`src/design/ecghpn_pkg.sv`:
```
package ecghpn_pkg;

  // Channel count and fixed-point formats
  localparam int CHANNEL_COUNT   = 2;
  localparam int MAX_CHANNELS    = 2;
  localparam int COEF_FRAC_BITS  = 28;
  localparam int STATE_FRAC_BITS = 16;

  // Field and datapath widths
  localparam int SAMPLE_W   = 24;
  localparam int WORD_W     = 32;
  localparam int ALPHA_W    = 31;
  localparam int DIFF_W     = WORD_W + 2;
  localparam int HP_SHIFT   = 31;
  localparam int HP_PROD_W  = WORD_W + DIFF_W;
  localparam int Y_W        = 48;
  localparam int SPLIT      = 24;
  localparam int PB_W       = 2 * WORD_W;
  localparam int AHI_W      = WORD_W + Y_W - SPLIT;
  localparam int ALO_W      = WORD_W + SPLIT + 1;
  localparam int FULL_W     = AHI_W + SPLIT + 1;
  localparam int ACC_W      = PB_W + 2;
  localparam int NARROW_W   = 16;
  localparam int LEAD_W     = 5;
  localparam int SHIFT_W    = 5;
  localparam int LANE_DEPTH = 5;

  // Output queue
  localparam int FIFO_DEPTH = 4;
  localparam int PTR_W      = $clog2(FIFO_DEPTH);
  localparam int LEVEL_W    = PTR_W + 1;

  // Stream and configuration port widths
  localparam int IN_W       = 72;
  localparam int OUT_W      = 88;
  localparam int CFG_IDX_W  = 3;
  localparam int CFG_DATA_W = 32;

  // Register values after reset
  localparam logic              RST_HP_EN    = 1'b1;
  localparam logic              RST_NOTCH_EN = 1'b1;
  localparam logic [ALPHA_W-1:0] RST_ALPHA   = 31'd2120833375;
  localparam logic signed [WORD_W-1:0] RST_B1 = -32'sd165902239;
  localparam logic signed [WORD_W-1:0] RST_A1 = -32'sd157607127;
  localparam logic signed [WORD_W-1:0] RST_A2 = 32'sd242262999;
  localparam logic [SHIFT_W-1:0] RST_SHIFT   = 5'd8;

  // Configuration register indexes
  typedef enum logic [CFG_IDX_W-1:0] {
    REG_HP_EN    = 3'd0,
    REG_NOTCH_EN = 3'd1,
    REG_ALPHA    = 3'd2,
    REG_B1       = 3'd3,
    REG_A1       = 3'd4,
    REG_A2       = 3'd5,
    REG_SHIFT    = 3'd6
  } cfg_reg_e;

  // Filter settings shared by all lanes
  typedef struct packed {
    logic                     hp_en;
    logic                     notch_en;
    logic [ALPHA_W-1:0]       alpha;
    logic signed [WORD_W-1:0] b1;
    logic signed [WORD_W-1:0] a1;
    logic signed [WORD_W-1:0] a2;
  } cfg_t;

  // Lane occupancy seen by the input flow control
  typedef struct packed {
    logic       busy;
    logic [1:0] inflight;
  } lane_stat_t;

  // One result word, first field in the lowest bits
  typedef struct packed {
    logic [LEAD_W-1:0]          lead_off;
    logic signed [NARROW_W-1:0] second_narrow;
    logic signed [NARROW_W-1:0] first_narrow;
    logic signed [SAMPLE_W-1:0] second_filtered;
    logic signed [SAMPLE_W-1:0] first_filtered;
  } out_word_t;

endpackage

```
`src/design/ecghpn_merge.sv`:
```
module ecghpn_merge
  import ecghpn_pkg::*;
(
  input  logic                     clk,
  input  logic                     rst,
  input  logic                     res_valid,
  input  logic signed [WORD_W-1:0] res_value [MAX_CHANNELS],
  input  logic [LEAD_W-1:0]        lead_off,
  input  logic [SHIFT_W-1:0]       output_shift,
  input  logic                     pop,
  output logic                     out_valid,
  output out_word_t                out_word,
  output logic [LEVEL_W-1:0]       level
);

  out_word_t          queue [FIFO_DEPTH];
  out_word_t          word_in;
  logic [PTR_W-1:0]   wr_ptr, rd_ptr;
  logic               do_pop;
  logic signed [SAMPLE_W-1:0] filt [MAX_CHANNELS];
  logic signed [NARROW_W-1:0] narr [MAX_CHANNELS];

  function automatic logic signed [SAMPLE_W-1:0] sat24(input logic signed [WORD_W-1:0] v);
    if (v > WORD_W'(8388607)) return SAMPLE_W'(8388607);
    if (v < -WORD_W'(8388608)) return -SAMPLE_W'(8388608);
    return SAMPLE_W'(v);
  endfunction

  function automatic logic signed [NARROW_W-1:0] sat16(input logic signed [WORD_W-1:0] v);
    if (v > WORD_W'(32767)) return NARROW_W'(32767);
    if (v < -WORD_W'(32768)) return -NARROW_W'(32768);
    return NARROW_W'(v);
  endfunction

  // Clamp each lane's value and its shifted copy
  always_comb begin
    for (int ch = 0; ch < MAX_CHANNELS; ch++) begin
      filt[ch] = sat24(res_value[ch]);
      narr[ch] = sat16(res_value[ch] >>> output_shift);
    end
  end

  assign word_in.lead_off        = lead_off;
  assign word_in.first_filtered  = filt[0];
  assign word_in.second_filtered = filt[1];
  assign word_in.first_narrow    = narr[0];
  assign word_in.second_narrow   = narr[1];

  assign do_pop    = pop && (level != '0);
  assign out_valid = (level != '0);
  assign out_word  = queue[rd_ptr];

  // Result queue pointers and fill level
  always_ff @(posedge clk) begin
    if (rst) begin
      wr_ptr <= '0;
      rd_ptr <= '0;
      level  <= '0;
    end else begin
      if (res_valid) wr_ptr <= wr_ptr + PTR_W'(1);
      if (do_pop) rd_ptr <= rd_ptr + PTR_W'(1);
      level <= level + LEVEL_W'(res_valid) - LEVEL_W'(do_pop);
    end
  end

  // Result queue storage
  always_ff @(posedge clk) begin
    if (res_valid) queue[wr_ptr] <= word_in;
  end

endmodule

```
`config.mk`:
```
export PLATFORM = sky130hd
export DESIGN_NAME = ecghpn_merge
export DESIGN_NICKNAME = d
export VERILOG_FILES = /design/src/design/ecghpn_pkg.sv /design/src/design/ecghpn_merge.sv
export SDC_FILE = /design/constraint.sdc
export NUM_CORES = 1
export LEC_CHECK = 0
export BUFFER_PORTS_ARGS = -buffer_cell sky130_fd_sc_hd__buf_2
export CAP_MARGIN = 20
export CELL_PAD_IN_SITES_DETAIL_PLACEMENT = 1
export CELL_PAD_IN_SITES_GLOBAL_PLACEMENT = 1
export CORE_AREA = 3 3 337 173
export CTS_CLUSTER_DIAMETER = 30
export DETAILED_ROUTE_END_ITERATION = 6
export DIE_AREA = 0 0 340 176
export PLACE_DENSITY_LB_ADDON = 0.15
export SYNTH_ARGS = -nofsm -noshare
export SYNTH_HDL_FRONTEND = slang
export SYNTH_SLANG_ARGS = --single-unit
```
`constraint.sdc`:
```
create_clock -name clk -period 2.9 [get_ports clk]
set_input_delay 0.435 -clock clk [delete_from_list [all_inputs] [get_ports clk]]
set_output_delay 0.435 -clock clk [all_outputs]
set_load 0.02 [all_outputs]
```
---- Yosys cells after proc, flatten, opt, wreduce, memory -nomap -nowiden ----
Memories as Yosys holds them, arrays and structs flattened. A register that Yosys moved wholly into a read port is not among the register bits.
Index checks and enable logic that the tools add are counted.
cells by class
  multiply operators ...................... 0
  div/mod/pow operators ................... 0
  shift-type cells ........................ 2
  add/sub/neg operators ................... 4
  eq/ne operators ......................... 0
  bitwise gates (word level) .............. 0
  order comparisons ....................... 8
  multiplexer cells ....................... 32
  reduce and logical (&&, ||, !) cells .... 2
operator list
  kind                    number
  $mux W24                8
  $mux W16                8
  $gt A32 B16 Y1 const B  2
  $gt A32 B24 Y1 const B  2
  $lt A32 B16 Y1 const B  2
  $lt A32 B24 Y1 const B  2
  $sshr A32 B5 Y32        2
  $mux W1                 14
  $add A2 B1 Y2 const B   2
  $mux W2                 2
  $add A3 B1 Y3           1
  $reduce_bool A3 Y1      1
  $sub A3 B1 Y3           1
  $logic_and A1 B1 Y1     1
storage, ports and cells
  ROM bits ................................ 0
  memories kept ........................... 1
  latch bits .............................. 0
  input bits .............................. 78
  memory bits (writable) .................. 340
  register bits ........................... 7
memories
  memory  words  width  rd ports  clocked after memory_dff  wr ports  line                RTL
  queue   4      85     1         1                         1         ecghpn_merge.sv:16  out_word_t queue [FIFO_DEPTH];

---- Depth between registers and ports, before layout ----
Gate-level depths: netlist of run 1.
  depth in word-level cells ............... 6
  depth in mapped cells ................... 12
  depth with buffers taken out ............ 9

---- Worst setup path before layout of run 1 ----
Ideal clock, no wire load.
  path kind ............................... register to register
  from .................................... register wr_ptr[0]
  to ...................................... memory queue[0][0] (netlist bit), enable pin
  path buffers ............................ 0
  arrival ................................. 2,518 ps
  setup slack ............................. -70 ps
  stages on the path, launching flop included .. 4
  cells stage by stage .................... dfxtp_1 -> inv_1 -> ha_1 -> and2_1
RTL lines
  what                    line                RTL
  start, declared         ecghpn_merge.sv:18  logic [PTR_W-1:0] wr_ptr, rd_ptr;
  start signal, assigned  ecghpn_merge.sv:60  if (res_valid) wr_ptr <= wr_ptr + PTR_W'(1);
  end, declared           ecghpn_merge.sv:16
Straight into the memory's write port.

==> results of run 1 <==
power by group through the flow:
stage | Sequential, µW | Combinational [µW] | Clock (µW)
final | 6040 | 4290 | 6730
after global placement | 6130 | 4310 | 0
after global routing | 6070 | 4610 | 7160
after detailed placement | 6150 | 4350 | 0
after CTS | 6050 | 4360 | 6900
after floorplan | 6060 | 2670 | 0
state kept, by name (all words and copies together), names as in the netlist, named ones only:
register	count
level	3
queue	340
rd_ptr	2
wr_ptr	2
cell usage in the layout (no fill, tap or decap), types with 18 or more instances in the layout:
cell type and n:
a21oi_1 40, clkbuf_16 55, buf_12 18, mux4_2 137, nor2_1 45, mux2_2 25
buf_2 164, nand3_1 22, edfxtp_1 340, mux2i_1 60, o21a_1 27, o21ai_0 30
buf_4 192, a21o_1 24, nand2_1 93
repair_timing:
item / in CTS / in global routing
setup endpoints to repair: 0 / 16
gates resized for setup: 0 / 4
endpoints found under the hold margin: 0 / 0
layer usage:
| metal | wire length [µm] | part of all wire |
|---|---|---|
| met1 | 27770 | 0.49 |
| met5 | 0 | 0 |
| met3 | 2689 | 0.047 |
| met4 | 837 | 0.015 |
| met2 | 25540 | 0.45 |
kinds of logic (layout without fill, tap and decap cells):
family                   count (synthesis)  after routing  share of synthesized area
AO/OA/AOI/OAI                          215            215                    0.08382
XOR/XNOR                                 5              5                   0.002474
adder cells (fa/ha/maj)                  7              7                   0.005371
buffers and inverters                  114            486                    0.03039
flip-flops                             349            349                     0.5869
multiplexers                           222            222                     0.2241
AND/OR/NAND/NOR                        241            241                    0.06693
worst max-delay path, stage by stage:
cell and delay, ns:
buf_4 0.32, mux2_2 0.41, and3_1 0.17, nor4_1 0.59, buf_4 0.24, and2_1 0.14, nand2_1 0.09, o31ai_4 0.28
buf_4 0.22, o2111ai_1 0.22
synth_stat cells (7+ instances only):
| library cell | n | area share |
|---|---|---|
| a211oi_1 | 8 | 0.0034 |
| mux2i_1 | 60 | 0.034 |
| nand4_1 | 13 | 0.0046 |
| nand3_1 | 22 | 0.0062 |
| nor3_1 | 8 | 0.0023 |
| edfxtp_1 | 340 | 0.58 |
| buf_4 | 7 | 0.0030 |
| o21a_1 | 27 | 0.011 |
| buf_1 | 18 | 0.0038 |
| a22oi_1 | 7 | 0.0030 |
| mux4_2 | 137 | 0.17 |
| inv_1 | 10 | 0.0021 |
| nand2_1 | 93 | 0.020 |
| clkbuf_1 | 48 | 0.010 |
| mux2_2 | 25 | 0.016 |
| o21ai_1 | 13 | 0.0037 |
| and2_1 | 11 | 0.0039 |
| o21ai_0 | 30 | 0.0085 |
| nor4_1 | 7 | 0.0025 |
| nor2_1 | 45 | 0.0095 |
| dfxtp_1 | 9 | 0.010 |
| buf_2 | 21 | 0.0059 |
| nor2b_1 | 11 | 0.0039 |
| a21oi_1 | 42 | 0.012 |
| o211ai_1 | 9 | 0.0038 |
| a21o_1 | 24 | 0.010 |
metrics by stage:
step           setup slack [ns]  TNS [ns]    util
4_1_cts                 0.07932         0  0.4106
3_5_place_dp            -0.4943    -41.54  0.3760
6_report               0.007022         0  0.4114
2_1_floorplan           0.08234         0       -
3_3_place_gp            -0.4608    -36.26  0.3760
5_1_grt                0.001704         0  0.4114
cell type report:
type	count	area share
flip-flops and latches	349	0.4567
multi-input cells	690	0.2997
clock buffers	56	0.06062
clock inverters	43	0.02358
repair buffers	375	0.1159
well taps	756	0.04155
inverters	12	0.001979
path summary, 6_finish.rpt:
| path | to | from | slack, ns |
|---|---|---|---|
| max | queue[3][73]$_DFFE_PP_ | output_shift[1] | 0.007 |
| min | queue[0][84]$_DFFE_PP_ | lead_off[4] | 0.05 |
| max reg2reg | level[2]$_SDFF_PP0_ | level[1]$_SDFF_PP0_ | 0.69 |
| min reg2reg | rd_ptr[1]$_SDFFE_PP0P_ | rd_ptr[1]$_SDFFE_PP0P_ | 0.55 |
==> run summary, run 1 <==
Met1 GRT Util = 0.2814
Clock sinks = 349
Final Cycle Share = 0.9976
Worst slew pin tran = 1.081 ns
Clock root cell = clkbuf_16
Vias in the first global route = 12840
EDFF count, synth = 340
Residual DRC = 0
Leak = 0.008186 µW
Met3 capacity usage during global routing = 0.03806
Antenna-violating nets left = 0
Required time worst endpoint = 3.15 ns
Clock Latency Late Sink = 0.59 ns
Register share of total power = 0.354
Worst r2r path cells = 9
Filler cells = 5610
Placed Area = 20800 µm²
Post-synthesis cell type count = 69
Hold Crit Depth = 1
GRT busiest layer = met2
CP endpoint kind = flop
Switching Fraction = 0.2979
Max VDD drop = 406.4 µV
CTS Buffer Depth = 3
Die ar. = 59840 µm²
First drt pass iteration count = 5
Die span in x = 340 µm
DR iter-0 viols = 879
Overall routed net length = 56840 µm
Final Skew = 0.03279 ns
Setup CP Type = in2reg
CTS tree = built
H-tree Lvls = 2
Register area = 10400 µm²
Worst min path class = in2reg
GR Overflow Total = 0
Synthesized cell area = 17700 µm²
CP max FO = 24
Non-Filler Instances = 2281
Design Area, Final = 22760 µm²
Post-CTS Setup Bufs = 0
Crit path DAT = 3.14 ns
N_diodes = 0
HPWL after detailed placement = 41240 µm
Hold-fix buffers, CTS = 0
Multi-input gate area = 6822 µm²
Core Region = 55330 µm²
Clock slew at reported path FFs = 0.06 ns
Post-synthesis area per instance = 15.35 µm²
Pwr Density = 749.5 nW/µm²
IO Count = 167
Comb power frac = 0.252
Gp weighted congestion = 0.9147
Maxcap violations = 0
Synth Warn # = 0
Status = completed
Critical path launch point type = primary input
Final worst path period need = 2.893 ns
Total Power = 17060 µW
Clock power share = 0.394
Primary FF master, synth = edfxtp_1
Routed length per instance = 24.92 µm
Total internal power = 11980 µW
Largest net degree at the start of global routing = 46
First-pass GRT wire length = 85510 µm
Final setup viols = 0
Tot GR Track Use = 0.1896
Inserted Clock Buffers = 54
Site Rows = 61
Max-slew headroom = 0.2796
Sw power = 5082 µW
Area growth from synthesis to layout = 28.59%
#FFs+latches synth = 349
Die height = 176 µm
Post-Synthesis Cells = 1153
Fin nets = 1567
Vias/cell = 5.256
Placed Cells = 2181
Hold Fails Final Rpt = 0
FFs w/ async S/R, synth = 0
Worst hold margin = 0.05324 ns
Layout cell share with drive strength beyond 1 = 0.4361
Register area share after synthesis = 0.5869
Achievable Freq = 345.7 MHz
Syn nets = 1238
Initial core utilization = 0.3199
Number of port buffers = 166
Routing usage on met2 = 0.2904
Total vias in the final route = 11990
Max-slew violations = 0
RSZ-0062 raised after global routing = false
Initial antenna violation count = 0
No activity file was read; power rests on OpenSTA's default activity.
==> inputs of run 2 (changes only) <==
==> constraint.sdc (replaced) <==
create_clock -name clk -period 2.9 [get_ports clk]
set_input_delay 0.435 -clock clk [delete_from_list [all_inputs] [get_ports clk]]
set_output_delay 0.435 -clock clk [all_outputs]
set_load 0.005 [all_outputs]
==> run 2 against run 1 <==
Setup slack improved by 0.16 ns; clock-buffer cell count rose by 10; combinational power fell by 12%; core utilization fell by 0.12 points; hold slack improved by 0.021 ns.
==> run summary, run 2 (same netlist as run 1, synthesis figures left out) <==
Status = completed
Clock sinks = 349
Top cell by count, worst path = buf_4
Residual DRC = 0
Die height = 176 µm
CP peak stage delay = 0.51 ns
Maxcap violations = 0
CP max stage cell = o311ai_1
HPWL after detailed placement = 40910 µm
Initial core utilization = 0.3199
Pre-CTS setup slack = -0.5230 ns
Die ar. = 59840 µm²
FF-to-FF End = level[2]$_SDFF_PP0_
CP max FO = 24
Post-CTS resize count = 0
Site Rows = 61
Top reg by flops = queue
Filler cells = 5637
Placed Area = 20770 µm²
Worst min path class = in2reg
Critical path launch point type = primary input
RSZ-0062 raised after global routing = false
Register area = 10400 µm²
Worst setup margin = 0.1688 ns
Clock slew at reported path FFs = 0.05 ns
Critical Path Sink = queue[1][65]$_DFFE_PP_
Worst R2R Start = level[1]$_SDFF_PP0_
Max reg flops = 340
Max VDD drop = 510.0 µV
Core Region = 55330 µm²
Layout cell share with drive strength beyond 1 = 0.4323
Clock Latency Late Sink = 0.57 ns
Worst path depth = 9
CTS tree = built
Vias/cell = 5.213
IO Count = 167
Multi-input gate area = 6822 µm²
Max-slew violations = 0
Design Area, Final = 22700 µm²
Clock root cell = clkbuf_16
Inserted Clock Buffers = 57
Hold Crit Depth = 1
Overall routed net length = 56880 µm
Max-slew headroom = 0.2626
Hold Fails Final Rpt = 0
Gp weighted congestion = 0.9126
Pwr Density = 717.5 nW/µm²
Die span in x = 340 µm
Commonest non-fill, non-tap cells in the layout = edfxtp_1, buf_4, buf_2
Initial antenna violation count = 1
Post-CTS Setup Bufs = 0
Min-Delay Startpoint = lead_off[1]
Area growth from synthesis to layout = 28.20%
Worst path top cell family by delay = compound AO/OA/AOI/OAI gates
Worst slew pin tran = 1.106 ns
N_diodes = 0
Vias in the first global route = 12960
Routed length per instance = 24.89 µm
Setup CP Type = in2reg
Antenna-violating nets left = 0
Achievable Freq = 366.1 MHz
Worst Setup SP = output_shift[1]
Commonest non-fill, non-tap cell in the layout = edfxtp_1
First drt pass iteration count = 5
CTS Buffer Depth = 3
Total vias in the final route = 11910
R2R setup slack = 0.73 ns
First-pass GRT wire length = 85300 µm
Fin nets = 1567
Final worst path period need = 2.731 ns
Biggest regs = queue: 340 flops, level: 3 flops
CP endpoint kind = flop
Tot GR Track Use = 0.1886
GR Overflow Total = 0
H-tree Lvls = 2
Final Cycle Share = 0.9418
Setup TNS = 0 ns
Final Skew = 0.02914 ns
DR iter-0 viols = 1031
Hold-fix buffers, CTS = 0
CP Buf/Inv Count = 3
Largest net degree at the start of global routing = 77
Crit path DAT = 3.04 ns
Required time worst endpoint = 3.21 ns
Worst path cell trace = buf_4 > buf_4 > or2_2 > a211oi_1 > o41ai_2 > o2111ai_1 > nor4_4 > inv_2 > o311ai_1
Final setup viols = 0
Leak = 0.008137 µW
Worst r2r path cells = 9
Number of port buffers = 166
-- run 2: cell count changes in the layout (fill, tap and decap cells not counted), sizes merged --
cell	before	now
inv	23	14
clkinv	20	25
clkbuf	56	66
bufinv	8	5
clkinvlp	4	8
buf	375	372
-- run 2: per-stage QoR --
| step | util | total power (µW) | instances | hold WS (ns) |
|---|---|---|---|---|
| global route | 0.4102 | 17070 | 2285 | 0.04611 |
| CTS | 0.4094 | 16560 | 2284 | 0.04363 |
| finish | 0.4102 | 16280 | 2285 | 0.07443 |
| floorplan | - | 8179 | 1153 | 0.4847 |
| detailed placement | 0.3753 | 9946 | 2178 | 0.5425 |
| global placement | 0.3753 | 9874 | 2178 | 0.5154 |
-- run 2: cell type report --
cell class | count | area share
well taps | 756 | 0.04168
repair buffers | 372 | 0.1147
inverters | 12 | 0.001985
clock inverters | 40 | 0.01770
multi-input cells | 690 | 0.3006
clock buffers | 66 | 0.06527
flip-flops and latches | 349 | 0.4581
-- run 2: worst reg2reg max path, delay by kind of cell, from the launching register on --
family / cells / cell delay [ns]
adder cells (fa/ha/maj): 3 / 0.80
AND/OR/NAND/NOR: 3 / 0.63
flip-flops: 1 / 0.35
XOR/XNOR: 1 / 0.17
buffers and inverters: 2 / 0.11
-- run 2: worst min path at each step --
stage	end	slack, ns
2_1_floorplan	flop	0.48
3_3_place_gp	flop	0.52
3_5_place_dp	flop	0.54
4_1_cts	queue[2][83]$_DFFE_PP_	0.04
5_1_grt	queue[3][82]$_DFFE_PP_	0.05
6_report	queue[0][81]$_DFFE_PP_	0.07
-- run 2: routing by layer --
layer  track usage  routed length [µm]  share of wire  up-vias
met5             0                   0              0        -
met4       0.03195                 714          0.013        0
met3       0.04183                3054          0.054       51
met2        0.2910               25740           0.45      242
met1        0.2769               27380           0.48     6268
li1              -                   -              -     5350
-- run 2: report_power, final --
part	internal (µW)	switching, µW
Sequential	5900	113
Combinational	1810	1960
Clock	4130	2380
Total	11800	4450
